<file path="config.mk">
export PLATFORM = sky130hd
export DESIGN_NAME = ethernet_dix_to_snap_encapsulator_top
export DESIGN_NICKNAME = d
export VERILOG_FILES = /design/src/hdl/esnap_pkg.sv /design/src/hdl/esnap_front.sv /design/src/hdl/esnap_cmd_fifo.sv /design/src/hdl/esnap_back.sv /design/src/hdl/ethernet_dix_to_snap_encapsulator_top.sv
export SDC_FILE = /design/constraint.sdc
export NUM_CORES = 1
export LEC_CHECK = 0
export ABC_CLOCK_PERIOD_IN_PS = 7180
export BUFFER_PORTS_ARGS = -buffer_cell sky130_fd_sc_hd__clkbuf_2
export CAP_MARGIN = 10
export CORE_ASPECT_RATIO = 0.9
export CORE_UTILIZATION = 36
export CTS_BUF_LIST = sky130_fd_sc_hd__clkbuf_16
export DETAILED_ROUTE_END_ITERATION = 6
export HOLD_SLACK_MARGIN = 0.15
export REMOVE_ABC_BUFFERS = 1
export SLEW_MARGIN = 20
export SYNTH_ARGS = -nofsm -noshare
export SYNTH_HDL_FRONTEND = slang
export SYNTH_SLANG_ARGS = --single-unit
export TNS_END_PERCENT = 10
</file>
<file path="constraint.sdc">
create_clock -name clock -period 7.18 [get_ports clock]
set_input_delay 0.718 -clock clock [delete_from_list [all_inputs] [get_ports clock]]
set_output_delay 0.718 -clock clock [all_outputs]
set_load 0.05 [all_outputs]
</file>
<file path="src/hdl/esnap_pkg.sv">
// Shared types and constants of the Ethernet II to LLC/SNAP encapsulator.
package esnap_pkg;

   localparam int unsigned MAX_PAYLOAD_W = 12;
   localparam int unsigned OFFSET_W      = 13;
   localparam int unsigned INDEX_W       = 16;
   localparam int unsigned STEP_W        = 4;

   localparam logic [MAX_PAYLOAD_W-1:0] MAX_PAYLOAD_RESET = 12'd1500;

   localparam logic [15:0] DIX_TYPE_THRESHOLD = 16'h0600;
   localparam logic [7:0]  SNAP_SAP           = 8'hAA;
   localparam logic [7:0]  SNAP_CTRL          = 8'h03;

   // Buffer layout.
   localparam logic [OFFSET_W-1:0] OFF_LEN_HI = 13'd14;
   localparam logic [OFFSET_W-1:0] OFF_SNAP   = 13'd16;

   // Status codes of the closing item.
   localparam logic [1:0] STATUS_OK       = 2'd0;
   localparam logic [1:0] STATUS_TOO_LONG = 2'd1;
   localparam logic [1:0] STATUS_SHORT    = 2'd2;

   localparam int unsigned CMD_FIFO_DEPTH = 4;

   typedef enum logic [1:0] {
      WR_NONE,
      WR_ONE,
      WR_SNAP,
      WR_PAIR
   } wr_kind_type;

   typedef struct packed {
      logic [7:0] data_byte;
      logic       frame_end;
   } req_type;

   typedef struct packed {
      logic                is_status;
      logic [OFFSET_W-1:0] write_offset;
      logic [7:0]          write_value;
      logic [1:0]          status_code;
      logic [OFFSET_W-1:0] total_length;
      logic                run_end;
   } rsp_type;

   // One classified input byte, as handed from the front end to the back end.
   typedef struct packed {
      logic                hdr;       // two zero header bytes come first
      wr_kind_type         wr_kind;
      logic [OFFSET_W-1:0] wr_off;
      logic [7:0]          wr_val;
      logic [7:0]          type_hi;
      logic                has_end;
      logic [1:0]          code;
      logic                end_len;   // DIX length field is written at the end
      logic [OFFSET_W-1:0] len_field;
      logic [OFFSET_W-1:0] total;
   } cmd_type;

endpackage

</file>
<file path="src/hdl/esnap_front.sv">
// Front end: takes frame bytes, tracks the frame state and classifies each byte.
module esnap_front (
   input  logic                                 clock,
   input  logic                                 reset,
   input  logic                                 req_valid,
   output logic                                 req_ready,
   input  esnap_pkg::req_type                   req_data,
   input  logic [esnap_pkg::MAX_PAYLOAD_W-1:0]  max_payload,
   input  logic                                 fifo_full,
   output logic                                 push,
   output esnap_pkg::cmd_type                   cmd
);

   logic [esnap_pkg::INDEX_W-1:0]  byte_index_ff, byte_index_in;
   logic [7:0]                     held_ff, held_in;
   logic                           dix_ff, dix_in;
   logic                           ovf_ff, ovf_in;
   logic [esnap_pkg::OFFSET_W-1:0] limit;
   logic [esnap_pkg::OFFSET_W-1:0] idx_lo;
   logic                           accept;

   assign req_ready = !fifo_full;
   assign accept    = req_valid && req_ready;
   assign idx_lo    = byte_index_ff[esnap_pkg::OFFSET_W-1:0];

   always_comb begin
      cmd           = '0;
      cmd.wr_kind   = esnap_pkg::WR_NONE;
      byte_index_in = byte_index_ff;
      held_in       = held_ff;
      dix_in        = dix_ff;
      ovf_in        = ovf_ff;
      limit = {1'b0, max_payload} + (dix_ff ? 13'd13 : 13'd21);

      if (!ovf_ff) begin
         if (byte_index_ff < 16'd12) begin
            cmd.hdr     = (byte_index_ff == '0);
            cmd.wr_kind = esnap_pkg::WR_ONE;
            cmd.wr_off  = idx_lo + 13'd2;
            cmd.wr_val  = req_data.data_byte;
         end else if (byte_index_ff == 16'd12) begin
            held_in = req_data.data_byte;
         end else if (byte_index_ff == 16'd13) begin
            cmd.type_hi = held_ff;
            cmd.wr_val  = req_data.data_byte;
            if ({held_ff, req_data.data_byte} > esnap_pkg::DIX_TYPE_THRESHOLD) begin
               dix_in      = 1'b1;
               cmd.wr_kind = esnap_pkg::WR_SNAP;
            end else begin
               cmd.wr_kind = esnap_pkg::WR_PAIR;
            end
         end else if (byte_index_ff > {3'b000, limit}) begin
            ovf_in = 1'b1;
         end else begin
            cmd.wr_kind = esnap_pkg::WR_ONE;
            cmd.wr_off  = dix_ff ? idx_lo + 13'd10 : idx_lo + 13'd2;
            cmd.wr_val  = req_data.data_byte;
         end
      end

      if (req_data.frame_end) begin
         cmd.has_end = 1'b1;
         if (byte_index_ff < 16'd13) begin
            cmd.code = esnap_pkg::STATUS_SHORT;
         end else if (ovf_in) begin
            cmd.code = esnap_pkg::STATUS_TOO_LONG;
         end else begin
            cmd.code      = esnap_pkg::STATUS_OK;
            cmd.end_len   = dix_in;
            cmd.len_field = idx_lo - 13'd5;
            cmd.total     = dix_in ? idx_lo + 13'd11 : idx_lo + 13'd3;
         end
         byte_index_in = '0;
         held_in       = '0;
         dix_in        = 1'b0;
         ovf_in        = 1'b0;
      end else if (byte_index_ff != '1) begin
         byte_index_in = byte_index_ff + 16'd1;
      end
   end

   assign push = accept && ((cmd.wr_kind != esnap_pkg::WR_NONE) || cmd.has_end);

   always_ff @(posedge clock) begin
      if (reset) begin
         byte_index_ff <= '0;
         held_ff       <= '0;
         dix_ff        <= 1'b0;
         ovf_ff        <= 1'b0;
      end else if (accept) begin
         byte_index_ff <= byte_index_in;
         held_ff       <= held_in;
         dix_ff        <= dix_in;
         ovf_ff        <= ovf_in;
      end
   end

endmodule

</file>
<file path="src/hdl/esnap_cmd_fifo.sv">
// Short command queue between the front end and the back end.
module esnap_cmd_fifo (
   input  logic               clock,
   input  logic               reset,
   input  logic               push,
   input  esnap_pkg::cmd_type push_cmd,
   output logic               full,
   input  logic               pop,
   output logic               empty,
   output esnap_pkg::cmd_type head_cmd
);

   localparam int unsigned PTR_W = $clog2(esnap_pkg::CMD_FIFO_DEPTH);
   localparam int unsigned CNT_W = $clog2(esnap_pkg::CMD_FIFO_DEPTH + 1);
   localparam logic [CNT_W-1:0] DEPTH_CNT = CNT_W'(esnap_pkg::CMD_FIFO_DEPTH);

   esnap_pkg::cmd_type entries_ff [esnap_pkg::CMD_FIFO_DEPTH];
   logic [PTR_W-1:0]   wr_ptr_ff, rd_ptr_ff;
   logic [CNT_W-1:0]   count_ff, count_in;

   assign full     = (count_ff == DEPTH_CNT);
   assign empty    = (count_ff == '0);
   assign head_cmd = entries_ff[rd_ptr_ff];

   always_comb begin
      count_in = count_ff;
      if (push && !pop) begin
         count_in = count_ff + CNT_W'(1);
      end else if (pop && !push) begin
         count_in = count_ff - CNT_W'(1);
      end
   end

   always_ff @(posedge clock) begin
      if (reset) begin
         wr_ptr_ff <= '0;
         rd_ptr_ff <= '0;
         count_ff  <= '0;
      end else begin
         count_ff <= count_in;
         if (push) begin
            wr_ptr_ff <= (wr_ptr_ff == PTR_W'(esnap_pkg::CMD_FIFO_DEPTH - 1)) ?
                         '0 : wr_ptr_ff + PTR_W'(1);
         end
         if (pop) begin
            rd_ptr_ff <= (rd_ptr_ff == PTR_W'(esnap_pkg::CMD_FIFO_DEPTH - 1)) ?
                         '0 : rd_ptr_ff + PTR_W'(1);
         end
      end
   end

   always_ff @(posedge clock) begin
      if (push) begin
         entries_ff[wr_ptr_ff] <= push_cmd;
      end
   end

endmodule

</file>
<file path="src/hdl/esnap_back.sv">
// Back end: expands each queued command into buffer writes and the status item.
module esnap_back (
   input  logic               clock,
   input  logic               reset,
   input  logic               empty,
   input  esnap_pkg::cmd_type head_cmd,
   output logic               pop,
   output logic               rsp_valid,
   input  logic               rsp_ready,
   output esnap_pkg::rsp_type rsp_data
);

   logic [esnap_pkg::STEP_W-1:0] step_ff, step_in;
   logic [esnap_pkg::STEP_W-1:0] n_hdr, n_wr, n_len, n_end, last, k, m;
   logic                         rsp_valid_ff;
   esnap_pkg::rsp_type           rsp_data_ff, rsp_data_in;
   logic                         load;
   logic [7:0]                   snap_val;

   assign load = !empty && (!rsp_valid_ff || rsp_ready);

   always_comb begin
      n_hdr = head_cmd.hdr ? 4'd2 : 4'd0;
      case (head_cmd.wr_kind)
         esnap_pkg::WR_ONE:  n_wr = 4'd1;
         esnap_pkg::WR_SNAP: n_wr = 4'd8;
         esnap_pkg::WR_PAIR: n_wr = 4'd2;
         default:            n_wr = 4'd0;
      endcase
      n_len = head_cmd.end_len ? 4'd2 : 4'd0;
      n_end = head_cmd.has_end ? 4'd1 : 4'd0;
      last  = n_hdr + n_wr + n_len + n_end - 4'd1;
      k     = step_ff - n_hdr;
      m     = k - n_wr;

      case (k[2:0]) inside
         3'd0, 3'd1: snap_val = esnap_pkg::SNAP_SAP;
         3'd2:       snap_val = esnap_pkg::SNAP_CTRL;
         3'd6:       snap_val = head_cmd.type_hi;
         3'd7:       snap_val = head_cmd.wr_val;
         default:    snap_val = 8'h00;
      endcase

      rsp_data_in = '0;
      if (step_ff < n_hdr) begin
         rsp_data_in.write_offset = {{(esnap_pkg::OFFSET_W-esnap_pkg::STEP_W){1'b0}}, step_ff};
      end else if (k < n_wr) begin
         case (head_cmd.wr_kind)
            esnap_pkg::WR_SNAP: begin
               rsp_data_in.write_offset = esnap_pkg::OFF_SNAP + {10'd0, k[2:0]};
               rsp_data_in.write_value  = snap_val;
            end
            esnap_pkg::WR_PAIR: begin
               rsp_data_in.write_offset = esnap_pkg::OFF_LEN_HI + {12'd0, k[0]};
               rsp_data_in.write_value  = k[0] ? head_cmd.wr_val : head_cmd.type_hi;
            end
            default: begin
               rsp_data_in.write_offset = head_cmd.wr_off;
               rsp_data_in.write_value  = head_cmd.wr_val;
            end
         endcase
      end else if (m < n_len) begin
         rsp_data_in.write_offset = esnap_pkg::OFF_LEN_HI + {12'd0, m[0]};
         rsp_data_in.write_value  = m[0] ? head_cmd.len_field[7:0]
                                         : {3'b000, head_cmd.len_field[12:8]};
      end else begin
         rsp_data_in.is_status    = 1'b1;
         rsp_data_in.status_code  = head_cmd.code;
         rsp_data_in.total_length = head_cmd.total;
      end
      rsp_data_in.run_end = (step_ff == last);

      step_in = (step_ff == last) ? '0 : step_ff + 4'd1;
   end

   assign pop       = load && (step_ff == last);
   assign rsp_valid = rsp_valid_ff;
   assign rsp_data  = rsp_data_ff;

   always_ff @(posedge clock) begin
      if (reset) begin
         step_ff      <= '0;
         rsp_valid_ff <= 1'b0;
      end else begin
         if (load) begin
            step_ff      <= step_in;
            rsp_valid_ff <= 1'b1;
         end else if (rsp_ready) begin
            rsp_valid_ff <= 1'b0;
         end
      end
   end

   always_ff @(posedge clock) begin
      if (load) begin
         rsp_data_ff <= rsp_data_in;
      end
   end

endmodule

</file>
<file path="src/hdl/ethernet_dix_to_snap_encapsulator_top.sv">
// Top level of the Ethernet II to 802.3 LLC/SNAP encapsulator.
//
//   Channel  Direction  Signals                        Carries
//   req      in         req_valid/req_ready/req_data   one frame byte and its end flag
//   rsp      out        rsp_valid/rsp_ready/rsp_data   one buffer write or the status item
//   csr      in         csr_write_enable/csr_write_data  the payload limit register
//
// Each accepted byte is classified in the cycle it arrives and queued; the back end
// delivers one result per cycle while rsp is not stalled, so bytes with one write each
// are taken at one byte per cycle. The type bytes of a DIX frame expand to eight writes
// and a closing DIX byte to up to eleven results; the back end delivers those one at a
// time, absorbed by the four-entry command queue. Results pass through the queue and
// the back end's output register. Reset is synchronous: it clears the frame state and
// the queue and loads the payload limit with 1500. A stall on rsp holds the output
// register; the queue then fills and req_ready falls.
module ethernet_dix_to_snap_encapsulator_top (
   input  logic                                clock,
   input  logic                                reset,
   input  logic                                req_valid,
   output logic                                req_ready,
   input  esnap_pkg::req_type                  req_data,
   output logic                                rsp_valid,
   input  logic                                rsp_ready,
   output esnap_pkg::rsp_type                  rsp_data,
   input  logic                                csr_write_enable,
   input  logic [esnap_pkg::MAX_PAYLOAD_W-1:0] csr_write_data
);

   // The user writes the payload limit only while the block is idle; the block does not enforce this.
   logic [esnap_pkg::MAX_PAYLOAD_W-1:0] max_payload_ff;

   logic               fifo_full;
   logic               fifo_empty;
   logic               push;
   logic               pop;
   esnap_pkg::cmd_type push_cmd;
   esnap_pkg::cmd_type head_cmd;

   always_ff @(posedge clock) begin
      if (reset) begin
         max_payload_ff <= esnap_pkg::MAX_PAYLOAD_RESET;
      end else if (csr_write_enable) begin
         max_payload_ff <= csr_write_data;
      end
   end

   // The front end keeps the byte position, the held type byte and the frame flags,
   // and turns each byte transfer that gives a result into a compact command.
   esnap_front u_front (
      .clock       (clock),
      .reset       (reset),
      .req_valid   (req_valid),
      .req_ready   (req_ready),
      .req_data    (req_data),
      .max_payload (max_payload_ff),
      .fifo_full   (fifo_full),
      .push        (push),
      .cmd         (push_cmd)
   );

   // Bytes that give no result, such as the held type byte or bytes after an
   // overflow, leave no entry in the queue.
   esnap_cmd_fifo u_cmd_fifo (
      .clock    (clock),
      .reset    (reset),
      .push     (push),
      .push_cmd (push_cmd),
      .full     (fifo_full),
      .pop      (pop),
      .empty    (fifo_empty),
      .head_cmd (head_cmd)
   );

   // The back end steps through the results of the head command, one transfer per
   // cycle unless rsp stalls, and marks the last of them with run_end.
   esnap_back u_back (
      .clock     (clock),
      .reset     (reset),
      .empty     (fifo_empty),
      .head_cmd  (head_cmd),
      .pop       (pop),
      .rsp_valid (rsp_valid),
      .rsp_ready (rsp_ready),
      .rsp_data  (rsp_data)
   );

endmodule
</file>
=== Word level (Yosys, flattened, before mapping) ===
Memories as Yosys holds them, arrays and structs flattened. A register that Yosys moved wholly into a read port is not among the register bits.
Cells that the tools add are included.
W data, S select, Z words.

* Register bits: 88
* Memory bits (writable): 248
* Bits of input ports: 26
* Memories kept: 1

* Add/subtract/negate cells: 21
* Magnitude comparators: 7
* Equality and inequality tests: 16
* Multiplexer cells: 63
* Reductions and logical operators: 26

{| class="wikitable"
|+ Memory list
! name !! words !! width !! rd ports !! clocked after Yosys merged registers in !! wr ports !! RTL line !! text
|-
| u_cmd_fifo.entries_ff || 4 || 62 || 1 || 1 || 1 || esnap_cmd_fifo.sv:17 || <nowiki>esnap_pkg::cmd_type entries_ff [esnap_pkg::CMD_FIFO_DEPTH];</nowiki>
|}

{| class="wikitable"
|+ Operators with widths
! operator !! number
|-
| $mux W8 || 13
|-
| $mux W27 || 2
|-
| $mux W21 || 2
|-
| $pmux W21 S2 || 1
|-
| $mux W13 || 3
|-
| $eq A16 B4 Y1 const B || 2
|-
| $lt A16 B4 Y1 const B || 2
|-
| $mux W16 || 2
|-
| $mux W32 || 1
|-
| $mux W31 || 1
|-
| $mux W30 || 1
|-
| $add A13 B2 Y13 const B || 2
|-
| $add A13 B4 Y13 const B || 2
|-
| $mux W23 || 1
|-
| $mux W22 || 1
|-
| $mux W1 || 21
|-
| $add A16 B1 Y16 const B || 1
|-
| $gt A16 B11 Y1 const B || 1
|-
| $gt A16 B13 Y1 || 1
|-
| $logic_not A16 Y1 || 1
|-
| $mux W2 || 8
|-
| $ne A16 B16 Y1 const B || 1
|-
| $add A12 B13 Y13 || 1
|-
| $sub A13 B3 Y13 const B || 1
|-
| other kinds (30) || 61
|}

=== Logic depth before layout (Yosys ltp) ===
* Depth in word-level cells: 17
* Mapped depth: 23

=== By module ===
A second synthesis with hierarchy kept.

* Cells, all modules: 1002
* Area total of the unflattened synthesis: 15097.0 um^2

{| class="wikitable"
|+ Modules (own cells, without submodules)
! module !! times used !! cells an instance !! area an instance (um^2)
|-
| esnap_cmd_fifo || 1 || 368 || 9456.6
|-
| esnap_front || 1 || 393 || 2884.0
|-
| esnap_back || 1 || 202 || 2311.0
|-
| ethernet_dix_to_snap_encapsulator_top || 1 || 39 || 445.4
|}

=== Worst setup path before layout ===
Ideal clock, no wire load.

* Path kind: register to register
* Start: register with a tool-made name
* End: register u_cmd_fifo.count_ff[2]
* Data arrival time: 5172 ps
* Required time: 7109 ps
* Setup slack: 1937 ps
* Cell stages (with the launch flop): 22
* Path buffers: 4
* Period minus slack after synthesis: 5243 ps
* Path through: dfxtp_1 -> buf_2 -> buf_2 -> buf_2 -> buf_1 -> mux4_2 -> inv_1 -> ha_1 -> inv_1 -> fa_1 -> xnor3_1 -> and3_1 -> nand4bb_1 -> nand3_1 -> and2_1 -> inv_1 -> ha_1 -> inv_1 -> fa_1 -> xor2_1 -> or3_1 -> a21oi_1

{| class="wikitable"
|+ RTL lines
! element !! RTL line !! text
|-
| end signal, assigned || esnap_cmd_fifo.sv:40 || <nowiki>count_ff <= count_in;</nowiki>
|-
| end, declared || esnap_cmd_fifo.sv:19 || <nowiki>logic [CNT_W-1:0] count_ff, count_in;</nowiki>
|}

==> flow_summary.yaml <==
outcome:
  status: "completed"
layout:
  layout.nets: 1155
  fin_util: 0.416
  area_growth_pct: 13.2
  drive_above_1_share: 0.198
  regArea_sq_um: 9270
  fillers: 3666
  final_cells: 1646
  antennaDiodeCount: 0
  multi_input_area_sq_um: 4950
placement:
  gp_congestion: 0.845
  place_ws_ns: 2.20
  place_hpwl_um: 21800
  placed_cells: 1583
  portBuffers: 65
critical_path:
  cp-start-kind: "flip-flop"
  critPathKind: "reg -> reg"
  crit_buf_inv: 3
  critPathRequiredTime_ns: 7.63
  cp_max_fo: 39
  reg2reg_slack_ns: 2.23
  crit_family: "simple AND/OR/NAND/NOR gates"
  crit_top_cell: "inv_1"
  max_stage_delay_ns: 0.84
  path_cells: "mux4_2 > nand2_1 > ha_1 > inv_1 > fa_1 > xnor3_1 > and3_1 > nand4bb_1 > nand3_1 > and2_1 > inv_1 > ha_1 > inv_1 > fa_1 > xor2_1 > or3_1 > a21oi_1"
  reg2reg_depth: 17
  crit_path_end_kind: "flip-flop"
  crit_slowest_cell: "dfxtp_4"
  r2r-end: "u_cmd_fifo.count_ff[2]$_SDFFE_PP0P_"
  arrival_ns: 5.39
logic_synthesis:
  seq_area_frac_synth: 0.633
  synthArstFlopShare: 0
  ys_seq_elements: 326
  yosysWarnings: 0
  synthCells: 1021
  synth_edf_count: 274
  ys.flop_type: "edfxtp_1"
  avgSynthCellArea_sq_um: 14.3
  synthDistinctLibCells: 68
  syn_area_sq_um: 14600
floorplanning:
  core_area_sq_um: 39800
  fp-row-count: 69
  dieWidth_um: 215
  start_util: 0.368
  die_area_sq_um: 41500
  pin_count: 66
  die_y_um: 193
sta:
  finalHoldViolations: 0
  tightest_slew_ns: 1.03
  setup_tns_ns: 0
  fin_ws_ns: 2.23
  rsz0062_at_grt: "no"
  final_max_slew_viol_count: 0
  setup_viol: 0
  fin_crit_sh: 0.689
  fin_crit_ns: 4.95
  clock_skew_ns: 0.0208
  max_clock_freq_mhz: 202
  maxSlewHeadroom: 0.311
global_routing:
  grt_antenna_before_repair: 0
  grt_max_degree: 42
  grt_first_pass_wirelength_um: 51200
  grt-ovfl-total: 0
  first_global_vias: 8763
  grt_use_total: 0.161
worst_hold_path:
  min_from: "csr_write_data[8]"
  whs_path_depth: 3
  worst_hold_path.endpoint: "max_payload_ff[8]$_SDFFE_PP1P_"
  holdCritPathClass: "in -> reg"
clock_network:
  clockBufferDepth: 3
  post_cts_buffers: 0
  cts.sinks: 326
  cts.clk_slew.worst_paths_ns: 0.06
  worstSkewPairLatency_ns: 0.53
  tritoncts: "done"
  root_buffer: "clkbuf_16"
  htreeDepth: 2
  hold_buffers: 0
  ctsResizeCount: 0
  cts_buffers: 35
route:
  wl_per_cell_um: 19.8
  vias: 8558
  viasPerCell: 5.20
  dr.pass1.iters: 5
  ant_nets: 0
  wl_um: 32500
  drtIter0Drc: 561
  drc: 0
power:
  vdd_drop_max_v: 0.000277
  power_density_nw_per_um2: 363
  total_leakage_power_nw: 5.90
run:
  maxCapViolCount: 0
through the flow:
step	power, mW	hold slack, ns	instance area [sq um]
final	6.02	0.412	16600
after global routing	6.31	0.421	16600
after CTS	6.09	0.394	16600
after detailed placement	4.31	0.466	15500
after global placement	4.29	0.455	15500
after floorplan	3.82	0.448	14300
registers in the layout (all words and copies together), names as in the netlist, named ones only:
| register | flops |
|---|---|
| u_cmd_fifo.rd_ptr_ff | 2 |
| u_back.rsp_data | 38 |
| u_back.rsp_valid | 1 |
| u_front.held_ff | 8 |
| u_cmd_fifo.count_ff | 3 |
| max_payload_ff | 12 |
| u_cmd_fifo.entries_ff | 236 |
| u_front.dix_ff | 1 |
| u_cmd_fifo.wr_ptr_ff | 2 |
| u_front.ovf_ff | 1 |
| u_back.step_ff | 4 |
| u_front.byte_index_ff | 16 |
tightest hold or removal path: stages:
cell and delay (ns):
clkbuf_2 0.07, mux2i_1 0.06, nand2_1 0.06
power by group:
| group | switching (mW) | internal (mW) |
|---|---|---|
| Clock | 0.735 | 1.04 |
| Sequential | 0.145 | 2.37 |
| Combinational | 1.15 | 0.580 |
| Total | 2.03 | 3.99 |
placed cells by master, fill, tap and decap left out, drive strengths merged, types with 3 or more instances in the layout:
master	n
clkinv	12
or2	3
mux2i	22
mux2	4
buf	16
ha	38
a31oi	5
nor4	9
mux4	58
xor2	29
fa	3
edfxtp	274
o21ai	23
inv	40
o22ai	8
xnor2	25
a21oi	40
o21a	10
nor2b	23
and2	24
nand2b	6
a22oi	10
dfxtp	52
or4	5
nand4	10
nand2	53
and3	20
or3	9
nor2	104
a21o	5
and4	3
bufinv	4
clkbuf	100
nand3	20
nor3	20
logic make-up (layout without fill, tap and decap cells):
group           Yosys count  count (layout)  synth area share
buf+inv                  81             174            0.0291
xor+xnor                 55              55            0.0338
simple gates            316             316             0.110
flops                   326             326             0.633
mux                      84              84             0.107
fa+ha+maj                41              41            0.0366
compound gates          118             118            0.0504
synthesized netlist by cell type (all sizes together), types with 22 or more instances:
master / count / area, sq um
dfxtp: 52 / 1040
o21ai: 23 / 115
mux2i: 22 / 220
nand2: 53 / 199
clkbuf: 31 / 166
a21oi: 40 / 208
xor2: 29 / 254
inv: 29 / 109
nor2: 104 / 398
mux4: 58 / 1310
edfxtp: 274 / 8230
ha: 38 / 475
xnor2: 25 / 219
nor2b: 23 / 144
and2: 24 / 153
area by class of cell:
| cell class | count | share of cell area |
|---|---|---|
| clock buffers | 35 | 0.0528 |
| repair buffers | 81 | 0.0269 |
| inverters | 30 | 0.00679 |
| well taps | 532 | 0.0402 |
| multi-input cells | 614 | 0.299 |
| clock inverters | 28 | 0.0149 |
| flip-flops and latches | 326 | 0.559 |
how the worst max path moves through the flow:
| stage | end | slack [ns] | depth (start not counted) |
|---|---|---|---|
| final | u_cmd_fifo.count_ff[2]$_SDFFE_PP0P_ | 2.23 | 17 |
| after global routing | u_cmd_fifo.count_ff[2]$_SDFFE_PP0P_ | 1.84 | 17 |
| after CTS | u_cmd_fifo.count_ff[2]$_SDFFE_PP0P_ | 2.21 | 17 |
| after detailed placement | u_cmd_fifo.count_ff[2]$_SDFFE_PP0P_ | 2.20 | 17 |
| after global placement | u_cmd_fifo.count_ff[2]$_SDFFE_PP0P_ | 2.30 | 17 |
| after floorplan | u_cmd_fifo.count_ff[2]$_SDFFE_PP0P_ | 0.63 | 17 |
metal layers:
metal  global-route usage  vias to the layer above  wire length (um)
li1                     -                     3980                 -
met1                0.226                     4283             14800
met2                0.256                      235             15000
met3               0.0266                       60              1960
met4               0.0479                        0               712
met5                    0                        -                 0
No activity file was read; power rests on OpenSTA's default activity.
